<file path="config.mk">
export PLATFORM = sky130hd
export DESIGN_NAME = yuv_to_rgb_pixel_converter_top
export DESIGN_NICKNAME = d
export VERILOG_FILES = /design/src/rtl/yuvrgb_pkg.sv /design/src/rtl/yuvrgb_front.sv /design/src/rtl/yuvrgb_queue.sv /design/src/rtl/yuvrgb_back.sv /design/src/rtl/yuv_to_rgb_pixel_converter_top.sv
export SDC_FILE = /design/constraint.sdc
export NUM_CORES = 1
export LEC_CHECK = 0
export BUFFER_PORTS_ARGS = -buffer_cell sky130_fd_sc_hd__buf_2
export CORE_MARGIN = 2
export CORE_UTILIZATION = 36
export DETAILED_ROUTE_END_ITERATION = 10
export PLACE_DENSITY = 0.59
export REMOVE_ABC_BUFFERS = 1
export SYNTH_ARGS = -nofsm -noshare
export SYNTH_HDL_FRONTEND = slang
export SYNTH_SLANG_ARGS = --single-unit
</file>
<file path="constraint.sdc">
create_clock -name clk -period 10.8 [get_ports clk]
set_input_delay 1.08 -clock clk [delete_from_list [all_inputs] [get_ports clk]]
set_output_delay 1.08 -clock clk [all_outputs]
set_load 0.01 [all_outputs]
</file>
<file path="src/rtl/yuvrgb_pkg.sv">
// Shared types, constants and helpers for the YUV to RGB pixel converter.
`default_nettype none

package yuvrgb_pkg;

  // Field widths
  localparam int LUMA_W   = 8;
  localparam int CHROMA_W = 8;
  localparam int DIFF_W   = 9;   // chroma minus offset, signed -255..255
  localparam int PROD_W   = 22;  // widest coefficient product, signed
  localparam int DELTA_W  = 11;  // shifted chroma term, signed -518..517
  localparam int SUM_W    = 12;  // luma plus chroma term before clamping
  localparam int SLOT_W   = 2;
  localparam int LUMA_N   = 4;
  localparam int CFG_W    = 8;   // widest configuration register
  localparam int SHIFT    = 10;

  // Fixed-point coefficients
  localparam logic signed [PROD_W-1:0] COEF_RV = 22'sd1167;
  localparam logic signed [PROD_W-1:0] COEF_GV = 22'sd595;
  localparam logic signed [PROD_W-1:0] COEF_GU = 22'sd404;
  localparam logic signed [PROD_W-1:0] COEF_BU = 22'sd2080;

  localparam logic [CHROMA_W-1:0] CHROMA_OFFSET_RESET = 8'd128;
  localparam logic [LUMA_W-1:0]   CHAN_MAX            = 8'hFF;
  localparam logic [LUMA_W-1:0]   CHAN_MIN            = 8'h00;
  localparam logic [SLOT_W-1:0]   SLOT_LAST_FOUR      = 2'd3;
  localparam logic [SLOT_W-1:0]   SLOT_LAST_TWO       = 2'd1;
  localparam logic [SLOT_W-1:0]   SLOT_FIRST          = 2'd0;

  // Configuration register indexes
  typedef enum logic [1:0] {
    REG_FOUR_LUMA     = 2'd0,
    REG_CHROMA_OFFSET = 2'd1,
    REG_ALPHA_ENABLE  = 2'd2
  } reg_index_t;

  // One classified word handed from the front to the back
  typedef struct packed {
    logic [LUMA_N-1:0][LUMA_W-1:0] luma;
    logic signed [DELTA_W-1:0]     dr;
    logic signed [DELTA_W-1:0]     dg;
    logic signed [DELTA_W-1:0]     db;
    logic                          four;
    logic                          alpha;
  } job_t;

  // Queue status seen by the back
  typedef struct packed {
    logic empty;
  } queue_flags_t;

  // Saturate a signed sum to one 8-bit channel
  function automatic logic [LUMA_W-1:0] clamp8(input logic signed [SUM_W-1:0] x);
    logic [LUMA_W-1:0] r;
    if (x <= 0) begin
      r = CHAN_MIN;
    end else if (x >= $signed({4'd0, CHAN_MAX})) begin
      r = CHAN_MAX;
    end else begin
      r = x[LUMA_W-1:0];
    end
    return r;
  endfunction

endpackage

`default_nettype wire

</file>
<file path="src/rtl/yuvrgb_front.sv">
// Front: configuration registers, word intake and chroma term computation.
`default_nettype none

module yuvrgb_front (
  input  wire logic                             clk,
  input  wire logic                             rst,
  input  wire logic                             accept,
  input  wire logic [yuvrgb_pkg::LUMA_W-1:0]    luma_a,
  input  wire logic [yuvrgb_pkg::LUMA_W-1:0]    luma_b,
  input  wire logic [yuvrgb_pkg::LUMA_W-1:0]    luma_c,
  input  wire logic [yuvrgb_pkg::LUMA_W-1:0]    luma_d,
  input  wire logic [yuvrgb_pkg::CHROMA_W-1:0]  chroma_u,
  input  wire logic [yuvrgb_pkg::CHROMA_W-1:0]  chroma_v,
  input  wire logic                             wr_en,
  input  wire logic [1:0]                       wr_index,
  input  wire logic [yuvrgb_pkg::CFG_W-1:0]     wr_data,
  output      logic                             stage_valid,
  output      logic                             q_wr,
  output      yuvrgb_pkg::job_t                 q_wdata
);

  logic                                   four_luma_mode;
  logic [yuvrgb_pkg::CHROMA_W-1:0]        chroma_offset;
  logic                                   alpha_enable;

  logic signed [yuvrgb_pkg::DIFF_W-1:0]   u_diff;
  logic signed [yuvrgb_pkg::DIFF_W-1:0]   v_diff;
  logic [yuvrgb_pkg::LUMA_N-1:0][yuvrgb_pkg::LUMA_W-1:0] luma;
  logic                                   four;
  logic                                   alpha;

  logic signed [yuvrgb_pkg::PROD_W-1:0]   u_ext;
  logic signed [yuvrgb_pkg::PROD_W-1:0]   v_ext;
  logic signed [yuvrgb_pkg::PROD_W-1:0]   prod_r;
  logic signed [yuvrgb_pkg::PROD_W-1:0]   prod_g;
  logic signed [yuvrgb_pkg::PROD_W-1:0]   prod_b;
  logic signed [yuvrgb_pkg::PROD_W-1:0]   shr_r;
  logic signed [yuvrgb_pkg::PROD_W-1:0]   shr_g;
  logic signed [yuvrgb_pkg::PROD_W-1:0]   shr_b;

  // Configuration writes and stage valid
  always_ff @(posedge clk) begin
    if (rst) begin
      four_luma_mode <= 1'b1;
      chroma_offset  <= yuvrgb_pkg::CHROMA_OFFSET_RESET;
      alpha_enable   <= 1'b0;
      stage_valid    <= 1'b0;
    end else begin
      stage_valid <= accept;
      if (wr_en) begin
        unique case (yuvrgb_pkg::reg_index_t'(wr_index))
          yuvrgb_pkg::REG_FOUR_LUMA:     four_luma_mode <= wr_data[0];
          yuvrgb_pkg::REG_CHROMA_OFFSET: chroma_offset  <= wr_data;
          yuvrgb_pkg::REG_ALPHA_ENABLE:  alpha_enable   <= wr_data[0];
          default: ;
        endcase
      end
    end
  end

  // Capture the word with offset removed
  always_ff @(posedge clk) begin
    if (accept) begin
      u_diff <= $signed({1'b0, chroma_u}) - $signed({1'b0, chroma_offset});
      v_diff <= $signed({1'b0, chroma_v}) - $signed({1'b0, chroma_offset});
      luma   <= {luma_d, luma_c, luma_b, luma_a};
      four   <= four_luma_mode;
      alpha  <= alpha_enable;
    end
  end

  // Coefficient products, floor shift by 10
  always_comb begin
    u_ext  = yuvrgb_pkg::PROD_W'(u_diff);
    v_ext  = yuvrgb_pkg::PROD_W'(v_diff);
    prod_r = v_ext * yuvrgb_pkg::COEF_RV;
    prod_g = v_ext * yuvrgb_pkg::COEF_GV + u_ext * yuvrgb_pkg::COEF_GU;
    prod_b = u_ext * yuvrgb_pkg::COEF_BU;
    shr_r  = prod_r >>> yuvrgb_pkg::SHIFT;
    shr_g  = prod_g >>> yuvrgb_pkg::SHIFT;
    shr_b  = prod_b >>> yuvrgb_pkg::SHIFT;
  end

  assign q_wr          = stage_valid;
  assign q_wdata.luma  = luma;
  assign q_wdata.dr    = shr_r[yuvrgb_pkg::DELTA_W-1:0];
  assign q_wdata.dg    = shr_g[yuvrgb_pkg::DELTA_W-1:0];
  assign q_wdata.db    = shr_b[yuvrgb_pkg::DELTA_W-1:0];
  assign q_wdata.four  = four;
  assign q_wdata.alpha = alpha;

endmodule

`default_nettype wire

</file>
<file path="src/rtl/yuvrgb_queue.sv">
// Short word queue between the front and the back.
`default_nettype none

module yuvrgb_queue #(
  parameter int DEPTH = 2
) (
  input  wire logic                         clk,
  input  wire logic                         rst,
  input  wire logic                         wr,
  input  wire yuvrgb_pkg::job_t             wdata,
  input  wire logic                         rd,
  output      yuvrgb_pkg::job_t             rdata,
  output      logic [$clog2(DEPTH+1)-1:0]   count,
  output      yuvrgb_pkg::queue_flags_t     flags
);

  localparam int PTR_W = $clog2(DEPTH);
  localparam int CNT_W = $clog2(DEPTH+1);

  yuvrgb_pkg::job_t  entries [DEPTH];
  logic [PTR_W-1:0]  wr_ptr;
  logic [PTR_W-1:0]  rd_ptr;

  // Pointers and fill count
  always_ff @(posedge clk) begin
    if (rst) begin
      wr_ptr <= '0;
      rd_ptr <= '0;
      count  <= '0;
    end else begin
      if (wr) begin
        wr_ptr <= (wr_ptr == PTR_W'(DEPTH-1)) ? '0 : wr_ptr + PTR_W'(1);
      end
      if (rd) begin
        rd_ptr <= (rd_ptr == PTR_W'(DEPTH-1)) ? '0 : rd_ptr + PTR_W'(1);
      end
      if (wr && !rd) begin
        count <= count + CNT_W'(1);
      end else if (rd && !wr) begin
        count <= count - CNT_W'(1);
      end
    end
  end

  // Storage
  always_ff @(posedge clk) begin
    if (wr) begin
      entries[wr_ptr] <= wdata;
    end
  end

  assign rdata       = entries[rd_ptr];
  assign flags.empty = (count == '0);

endmodule

`default_nettype wire

</file>
<file path="src/rtl/yuvrgb_back.sv">
// Back: walks the luma slots of one word, one pixel per cycle while a word is held.
`default_nettype none

module yuvrgb_back (
  input  wire logic                               clk,
  input  wire logic                               rst,
  input  wire yuvrgb_pkg::queue_flags_t           q_flags,
  input  wire yuvrgb_pkg::job_t                   q_rdata,
  output      logic                               q_rd,
  output      logic                               pixel_valid,
  output      logic [yuvrgb_pkg::LUMA_W-1:0]      red,
  output      logic [yuvrgb_pkg::LUMA_W-1:0]      green,
  output      logic [yuvrgb_pkg::LUMA_W-1:0]      blue,
  output      logic [yuvrgb_pkg::LUMA_W-1:0]      alpha,
  output      logic [yuvrgb_pkg::SLOT_W-1:0]      pixel_slot,
  output      logic                               last
);

  yuvrgb_pkg::job_t                    cur;
  logic                                active;
  logic [yuvrgb_pkg::SLOT_W-1:0]       slot;

  logic [yuvrgb_pkg::SLOT_W-1:0]       last_slot;
  logic                                at_last;
  logic signed [yuvrgb_pkg::SUM_W-1:0] y_ext;
  logic signed [yuvrgb_pkg::SUM_W-1:0] sum_r;
  logic signed [yuvrgb_pkg::SUM_W-1:0] sum_g;
  logic signed [yuvrgb_pkg::SUM_W-1:0] sum_b;

  // Slot walk and next-word pop
  always_comb begin
    last_slot = cur.four ? yuvrgb_pkg::SLOT_LAST_FOUR : yuvrgb_pkg::SLOT_LAST_TWO;
    at_last   = active && (slot == last_slot);
    q_rd      = (!active || at_last) && !q_flags.empty;
  end

  always_ff @(posedge clk) begin
    if (rst) begin
      active <= 1'b0;
      slot   <= yuvrgb_pkg::SLOT_FIRST;
    end else if (!active || at_last) begin
      active <= !q_flags.empty;
      slot   <= yuvrgb_pkg::SLOT_FIRST;
    end else begin
      slot <= slot + yuvrgb_pkg::SLOT_W'(1);
    end
  end

  always_ff @(posedge clk) begin
    if (q_rd) begin
      cur <= q_rdata;
    end
  end

  // Channel sums for the current slot
  always_comb begin
    y_ext = $signed({4'd0, cur.luma[slot]});
    sum_r = y_ext + yuvrgb_pkg::SUM_W'(cur.dr);
    sum_g = y_ext - yuvrgb_pkg::SUM_W'(cur.dg);
    sum_b = y_ext + yuvrgb_pkg::SUM_W'(cur.db);
  end

  // Output register
  always_ff @(posedge clk) begin
    if (rst) begin
      pixel_valid <= 1'b0;
    end else begin
      pixel_valid <= active;
    end
  end

  always_ff @(posedge clk) begin
    if (active) begin
      red        <= yuvrgb_pkg::clamp8(sum_r);
      green      <= yuvrgb_pkg::clamp8(sum_g);
      blue       <= yuvrgb_pkg::clamp8(sum_b);
      alpha      <= cur.alpha ? yuvrgb_pkg::CHAN_MAX : yuvrgb_pkg::CHAN_MIN;
      pixel_slot <= slot;
      last       <= at_last;
    end
  end

endmodule

`default_nettype wire

</file>
<file path="src/rtl/yuv_to_rgb_pixel_converter_top.sv">
// Top level of the YUV to RGB pixel converter.
//
//   channel   direction  handshake               payload
//   command   in         start / busy            luma_a..luma_d, chroma_u, chroma_v
//   pixel     out        pixel_valid strobe      red, green, blue, alpha, pixel_slot, last
//   config    in         wr_en, wr_index         wr_data (8 bits)
//
// A word yields four pixels (two in two-luma mode), one per cycle; the single-pixel
// output walk in the back bounds word throughput, and the queue holds new words while
// one is walked. The first pixel passes the front registers, a queue entry, the back's
// word register and the output register. Reset is synchronous; no clearing pass is needed.
// busy rises when the queue plus the front stage hold QUEUE_DEPTH words.
// The receiver cannot stall; pixels are shown for one cycle each.
`default_nettype none

module yuv_to_rgb_pixel_converter_top #(
  parameter int QUEUE_DEPTH = 2
) (
  input  wire logic                               clk,
  input  wire logic                               rst,
  input  wire logic                               start,
  output      logic                               busy,
  input  wire logic [yuvrgb_pkg::LUMA_W-1:0]      luma_a,
  input  wire logic [yuvrgb_pkg::LUMA_W-1:0]      luma_b,
  input  wire logic [yuvrgb_pkg::LUMA_W-1:0]      luma_c,
  input  wire logic [yuvrgb_pkg::LUMA_W-1:0]      luma_d,
  input  wire logic [yuvrgb_pkg::CHROMA_W-1:0]    chroma_u,
  input  wire logic [yuvrgb_pkg::CHROMA_W-1:0]    chroma_v,
  input  wire logic                               wr_en,
  input  wire logic [1:0]                         wr_index,
  input  wire logic [yuvrgb_pkg::CFG_W-1:0]       wr_data,
  output      logic                               pixel_valid,
  output      logic [yuvrgb_pkg::LUMA_W-1:0]      red,
  output      logic [yuvrgb_pkg::LUMA_W-1:0]      green,
  output      logic [yuvrgb_pkg::LUMA_W-1:0]      blue,
  output      logic [yuvrgb_pkg::LUMA_W-1:0]      alpha,
  output      logic [yuvrgb_pkg::SLOT_W-1:0]      pixel_slot,
  output      logic                               last
);

  localparam int CNT_W = $clog2(QUEUE_DEPTH+1);

  logic                      accept;
  logic                      stage_valid;
  logic                      q_wr;
  logic                      q_rd;
  yuvrgb_pkg::job_t          q_wdata;
  yuvrgb_pkg::job_t          q_rdata;
  logic [CNT_W-1:0]          q_count;
  yuvrgb_pkg::queue_flags_t  q_flags;
  logic [CNT_W:0]            in_flight;

  // Credit check: words in the front stage count against queue space
  assign in_flight = (CNT_W+1)'(q_count) + (CNT_W+1)'(stage_valid);
  assign busy      = (in_flight >= (CNT_W+1)'(QUEUE_DEPTH));
  assign accept    = start && !busy;

  yuvrgb_front u_front (
    .clk         (clk),
    .rst         (rst),
    .accept      (accept),
    .luma_a      (luma_a),
    .luma_b      (luma_b),
    .luma_c      (luma_c),
    .luma_d      (luma_d),
    .chroma_u    (chroma_u),
    .chroma_v    (chroma_v),
    .wr_en       (wr_en),
    .wr_index    (wr_index),
    .wr_data     (wr_data),
    .stage_valid (stage_valid),
    .q_wr        (q_wr),
    .q_wdata     (q_wdata)
  );

  yuvrgb_queue #(
    .DEPTH (QUEUE_DEPTH)
  ) u_queue (
    .clk   (clk),
    .rst   (rst),
    .wr    (q_wr),
    .wdata (q_wdata),
    .rd    (q_rd),
    .rdata (q_rdata),
    .count (q_count),
    .flags (q_flags)
  );

  yuvrgb_back u_back (
    .clk         (clk),
    .rst         (rst),
    .q_flags     (q_flags),
    .q_rdata     (q_rdata),
    .q_rd        (q_rd),
    .pixel_valid (pixel_valid),
    .red         (red),
    .green       (green),
    .blue        (blue),
    .alpha       (alpha),
    .pixel_slot  (pixel_slot),
    .last        (last)
  );

endmodule

`default_nettype wire

</file>
==> flow_summary.yaml, run 1 <==
status:
  status: "completed"
place:
  globalplace.congestion: 0.792
  dp_hpwl_mm: 23.5
  port_buffers: 98
die:
  io_pins: 99
  die_x_um: 226
  num_rows: 81
  die_height_um: 226
  core_um2: 48600
  die_area_um2: 50900
  start_util_pct: 36.3
yosys:
  synth_flop_cell: "edfxtp_1"
  synth_edf_count: 281
  synth_seq_area_share_pct: 49.9
  synth_seq_cells: 300
  yosys_warnings: 0
  synthArstFlopShare_pct: 0
  synth_area_um2: 17700
  synthCells: 1342
  yosysUniqueCellTypes: 65
  syn_area_per_cell_um2: 13.2
drt:
  dr.pass1.iters: 4
  dr.first_iter.drc_count: 491
  routed_wl_mm: 31.8
  avgViaCountPerCell: 4.88
  wire_per_inst_um: 15.2
  ant_nets: 0
  num_vias: 10242
  drcViolationCount: 0
clock_tree:
  cts_root_buf: "clkbuf_16"
  clkTransAtPathRegs_ps: 70
  clock-sinks: 300
  cts_buffer_depth: 3
  tritoncts: "built"
  cts_buffers: 30
  clk_latency_ps: 570
  hold_buffers: 0
  post_cts_buffers: 0
  h-tree-depth: 1
  ctsResizeCount: 0
timing:
  skew_ps: 24.0
  setup-violations-final: 0
  tns_ps: 0
  fin_crit_sh_pct: 54.5
  rsz0062_at_grt: "false"
  slew_violations: 0
  hold_ws_ps: 435
  fmax_mhz: 170
  hold_violations: 0
  slew_headroom_pct: 33.7
  fin_crit_ps: 5890
  worst_slew_pin_slew_ps: 995
worst_setup_path:
  path_buf_inv: 3
  worstSetupEndpointType: "flop"
  crit_path_max_incr_delay_ps: 540
  crit_type: "flop to flop"
  cp_max_fo: 7
  start_kind: "flop"
  cp_cell_sequence: "inv_1 -> ha_1 -> ha_1 -> inv_1 -> fa_1 -> fa_1 -> inv_1 -> fa_1 -> ha_1 -> o21a_1 -> o31a_1 -> o21a_1 -> a21oi_1 -> xnor2_1 -> ha_1 -> a21o_1 -> a21oi_1 -> o21ai_0 -> or4_1 -> o2111a_1 -> nor2_1 -> xnor2_1"
  cp_slowest_cell: "edfxtp_1"
  critPathRequiredTime_ps: 11120
  crit_top_cell: "ha_1"
  r2r-start: "u_front.v_diff[6]$_DFFE_PP_"
  startpoint: "u_front.v_diff[6]$_DFFE_PP_"
  cp_top_family: "adder cells"
  arrival_ps: 6210
worst_hold_path:
  min_path_type: "flop to flop"
  worstHoldStart: "u_front.four_luma_mode$_SDFFE_PP1P_"
global_route:
  overflow: 0
  grt_use_total_pct: 12.7
  antenna_found_initial: 0
  grt_pass1_vias: 10495
  grt_max_degree: 68
  grt_first_pass_wirelength_mm: 52.4
cells_and_area:
  synthToLayoutAreaGrowth_pct: 12.5
  antenna_cells: 0
  final_cell_mix: "281 x edfxtp_1, 243 x ha_1, 127 x inv_1"
  layout-drive-gt1-share_pct: 17.0
  final_common_cell: "edfxtp_1"
  final_nets: 1808
job:
  maxCapViolCount: 0
==> sequential cells by signal, summed over array words and instances, names as in the netlist, 2 cells and up <==
signal                 cells
u_back.blue                8
u_front.u_diff             9
u_back.red                 8
u_front.q_wdata           32
u_back.pixel_slot          2
u_front.chroma_offset      8
u_queue.entries          134
u_back.slot                2
u_back.green               8
u_front.v_diff             9
u_back.cur                67
u_queue.count              2
==> synthesized netlist by cell type, types with 3 or more instances <==
| cell | instances | area share, % |
|---|---|---|
| or2_2 | 6 | 0.21 |
| mux4_2 | 8 | 1.0 |
| o21a_1 | 34 | 1.4 |
| mux2i_1 | 11 | 0.62 |
| o21bai_1 | 4 | 0.17 |
| and3_1 | 5 | 0.18 |
| a21boi_0 | 5 | 0.21 |
| o31a_1 | 5 | 0.25 |
| buf_4 | 7 | 0.30 |
| nor2b_1 | 16 | 0.57 |
| nand2_1 | 38 | 0.81 |
| or3_1 | 4 | 0.14 |
| a21o_1 | 17 | 0.72 |
| dfxtp_1 | 19 | 2.2 |
| a21oi_1 | 57 | 1.6 |
| clkbuf_1 | 12 | 0.25 |
| o21ai_1 | 4 | 0.11 |
| nor3_1 | 11 | 0.31 |
| ha_1 | 243 | 17 |
| o21ai_0 | 47 | 1.3 |
| mux2_2 | 71 | 4.5 |
| buf_1 | 5 | 0.11 |
| fa_1 | 48 | 5.4 |
| nand2b_1 | 14 | 0.50 |
| xnor2_1 | 48 | 2.4 |
| nand3_1 | 10 | 0.28 |
| inv_1 | 128 | 2.7 |
| nand4_1 | 6 | 0.21 |
| a211oi_1 | 12 | 0.51 |
| nor2_1 | 89 | 1.9 |
| o22ai_1 | 4 | 0.14 |
| xor2_1 | 26 | 1.3 |
| edfxtp_1 | 281 | 48 |
| o31ai_1 | 3 | 0.13 |
| a31oi_1 | 3 | 0.11 |
==> layout make-up <==
type / instances / area, µm²
Multi-Input combinational cell: 890 / 8270
Timing Repair Buffer: 105 / 543
Sequential cell: 300 / 8820
Tap cell: 622 / 778
Clock inverter: 21 / 224
Inverter: 128 / 480
Clock buffer: 33 / 762
Fill cell: 4531 / 28800
==> routing by layer <==
layer  up-vias  global-route usage, %  share of wire, %
li1       5146                      -                 -
met1      4940                   17.9                50
met2       128                   21.3                46
met3        28                   1.62               2.6
met4         0                   2.20               1.3
met5         -                      0                 0
==> metrics by stage <==
step / setup WS, ps / area, µm² / std cells / util [%]
2_1_floorplan: 5310 / 17600 / 1318 / -
3_3_place_gp: 5020 / 18900 / 2045 / 38.8
3_5_place_dp: 4910 / 18900 / 2045 / 38.8
4_1_cts: 4900 / 19900 / 2099 / 40.9
5_1_grt: 4540 / 19900 / 2099 / 40.9
6_report: 4910 / 19900 / 2099 / 40.9
==> kinds of logic (layout without fill, tap and decap cells) <==
kind of cell | Yosys count | count (layout) | synth area share, %
compound gates | 222 | 222 | 8.49
buf+inv | 152 | 287 | 3.38
xor+xnor | 74 | 74 | 3.67
simple gates | 212 | 212 | 5.66
mux | 91 | 91 | 6.25
flops | 300 | 300 | 49.9
fa+ha+maj | 291 | 291 | 22.6
==> path summary, 6_finish.rpt <==
kind              slack (ps)  depth (start not counted)                               end
setup reg to reg        4910                         22  u_queue.entries[0][22]$_DFFE_PP_
hold / removal           440                          0            u_front.four$_DFFE_PP_
hold reg to reg          440                          0            u_front.four$_DFFE_PP_
setup / recovery        4910                         22  u_queue.entries[0][22]$_DFFE_PP_
==> worst register-to-register path, cell delays in order, from the launching register on <==
cell and delay (ps):
edfxtp_1 540, inv_1 110, ha_1 350, ha_1 290
inv_1 60, fa_1 440, fa_1 520, inv_1 50
fa_1 450, ha_1 350, o21a_1 190, o31a_1 150
o21a_1 200, a21oi_1 170, xnor2_1 140, ha_1 300
a21o_1 220, a21oi_1 150, o21ai_0 160, or4_1 440
o2111a_1 200, nor2_1 120, xnor2_1 80
Power of run 1 is left out: the tool's default activity adds up to more than one toggle a clock period on the data nets, which glitch-free logic cannot reach.
==> run 2, diff against run 1 <==
==> constraint.sdc (replaced) <==
create_clock -name clk -period 5.5 [get_ports clk]
set_input_delay 0.55 -clock clk [delete_from_list [all_inputs] [get_ports clk]]
set_output_delay 0.55 -clock clk [all_outputs]
set_load 0.01 [all_outputs]
==> run 2 against run 1 <==
Critical path depth fell by 2; setup slack worse by 4900 ps; fmax increased by 8.1%; sequential share of layout area decreased by 1.4 points; register-to-register slack got worse by 4900 ps; die area did not move; routed wire length grew 2.4%; clock skew down 9.0 ps; via count is 1.9% higher; count of clock-buffer cells in the layout increased by 3; largest cell class unchanged.
==> flow_summary.yaml, run 2 (synthesized netlist as in run 1, its figures left out) <==
worst_setup_path:
  cp_slowest_cell: "fa_1"
  crit_type: "flop to flop"
  crit_path_max_incr_delay_ps: 530
  cp_cell_sequence: "ha_4 -> inv_2 -> fa_1 -> fa_1 -> inv_1 -> fa_1 -> ha_4 -> ha_4 -> a21oi_1 -> nor2b_1 -> or4_1 -> o21a_1 -> xor2_1 -> ha_1 -> nand2_1 -> o21ai_2 -> or3_1 -> o2111a_1 -> nor2_1 -> xnor2_1"
  path_buf_inv: 2
  start_kind: "flop"
  cp_max_fo: 5
  arrival_ps: 5770
  critPathRequiredTime_ps: 5820
  worstSetupEndpointType: "flop"
  cp_top_family: "adder cells"
global_route:
  overflow: 0
  grt_pass1_vias: 10644
  grt_max_degree: 68
  grt_use_total_pct: 13.0
  grt_first_pass_wirelength_mm: 53.3
  antenna_found_initial: 0
timing:
  worst_slew_pin_slew_ps: 997
  slew_headroom_pct: 33.5
  fin_crit_sh_pct: 99.1
  rsz0062_at_grt: "true"
  fin_crit_ps: 5450
  setup-violations-final: 0
  slew_violations: 0
  fmax_mhz: 183
  hold_ws_ps: 151
  skew_ps: 15.0
  hold_violations: 0
  worst_slack_ps: 49.8
  tns_ps: 0
cells_and_area:
  final_nets: 1858
  final_cell_mix: "281 x edfxtp_1, 230 x ha_1, 124 x inv_1"
  regMostFlops: "u_queue.entries"
  antenna_cells: 0
  utilization_pct: 42.1
  layout-drive-gt1-share_pct: 21.8
  fillCellCount: 4477
  largest_reg_flops: 134
  final_common_cell: "edfxtp_1"
  multi_input_area_um2: 8490
  synthToLayoutAreaGrowth_pct: 16.0
  seqCellArea_um2: 8820
drt:
  routed_wl_mm: 32.6
  dr.first_iter.drc_count: 479
  num_vias: 10441
  drcViolationCount: 0
  wire_per_inst_um: 15.2
  avgViaCountPerCell: 4.85
  wl_met2_mm: 14.8
  routed.top_layer: "met4"
  wl_met1_mm: 16.4
  ant_nets: 0
  wl_met3_um: 981
  dr.pass1.iters: 4
clock_tree:
  clock-sinks: 300
  cts_buffer_depth: 3
  tritoncts: "built"
  cts_root_buf: "clkbuf_16"
  clkTransAtPathRegs_ps: 60
  clk_latency_ps: 570
  h-tree-depth: 1
  cts_buffers: 30
  hold_buffers: 0
status:
  status: "completed"
place:
  port_buffers: 98
  globalplace.congestion: 0.797
  place_ws_ps: -136
  dp_hpwl_mm: 24.3
die:
  start_util_pct: 36.3
  die_height_um: 226
  io_pins: 99
  num_rows: 81
  core_um2: 48600
  die_x_um: 226
  die_area_um2: 50900
job:
  maxCapViolCount: 0
worst_hold_path:
  min_path_type: "primary input to flop"
run 2: cell types whose count changed in the layout (fill, tap and decap cells not counted), moves of 4 or more:
cell      before  now
a21oi_1       57   52
a21oi_2        0    5
buf_4          7   57
clkinv_2       8    4
ha_1         243  230
ha_4           0   12
run 2: through the flow:
step	instances	area [µm²]
4_1_cts	2143	20300
3_3_place_gp	2085	19200
6_report	2151	20500
5_1_grt	2151	20500
2_1_floorplan	1318	17600
3_5_place_dp	2085	19200
run 2: cell type report:
cell class	count	share of cell area, %
repair buffers	155	4.48
well taps	622	3.80
clock buffers	36	3.77
flip-flops and latches	300	43.0
multi-input cells	890	41.4
inverters	128	2.34
clock inverters	20	1.15
run 2: worst paths after layout:
kind,slack (ps),to,start,cells past startpoint
worst max register to register,50,u_queue.entries[1][22]$_DFFE_PP_,u_front.v_diff[7]$_DFFE_PP_,20
worst min-delay path,150,u_front.q_wdata[39]$_DFFE_PP_,luma_a[4],1
worst max-delay path,50,u_queue.entries[1][22]$_DFFE_PP_,u_front.v_diff[7]$_DFFE_PP_,20
worst min register to register,420,u_front.four$_DFFE_PP_,u_front.four_luma_mode$_SDFFE_PP1P_,0
run 2: repair_timing:
action                                  in CTS  in global routing
gates cloned                                 0                  0
pin swaps                                   17                 36
gates resized for setup                     13                 25
endpoints found under the setup margin       8                 16
buffers inserted                             2                  9
run 2: per-layer routing:
metal / vias to the layer above / global-route usage [%]
met4: 0 / 2.33
met5: - / 0
met2: 136 / 21.2
li1: 5253 / -
met1: 5015 / 18.5
met3: 37 / 1.80
Power of run 2 is left out for the same reason.
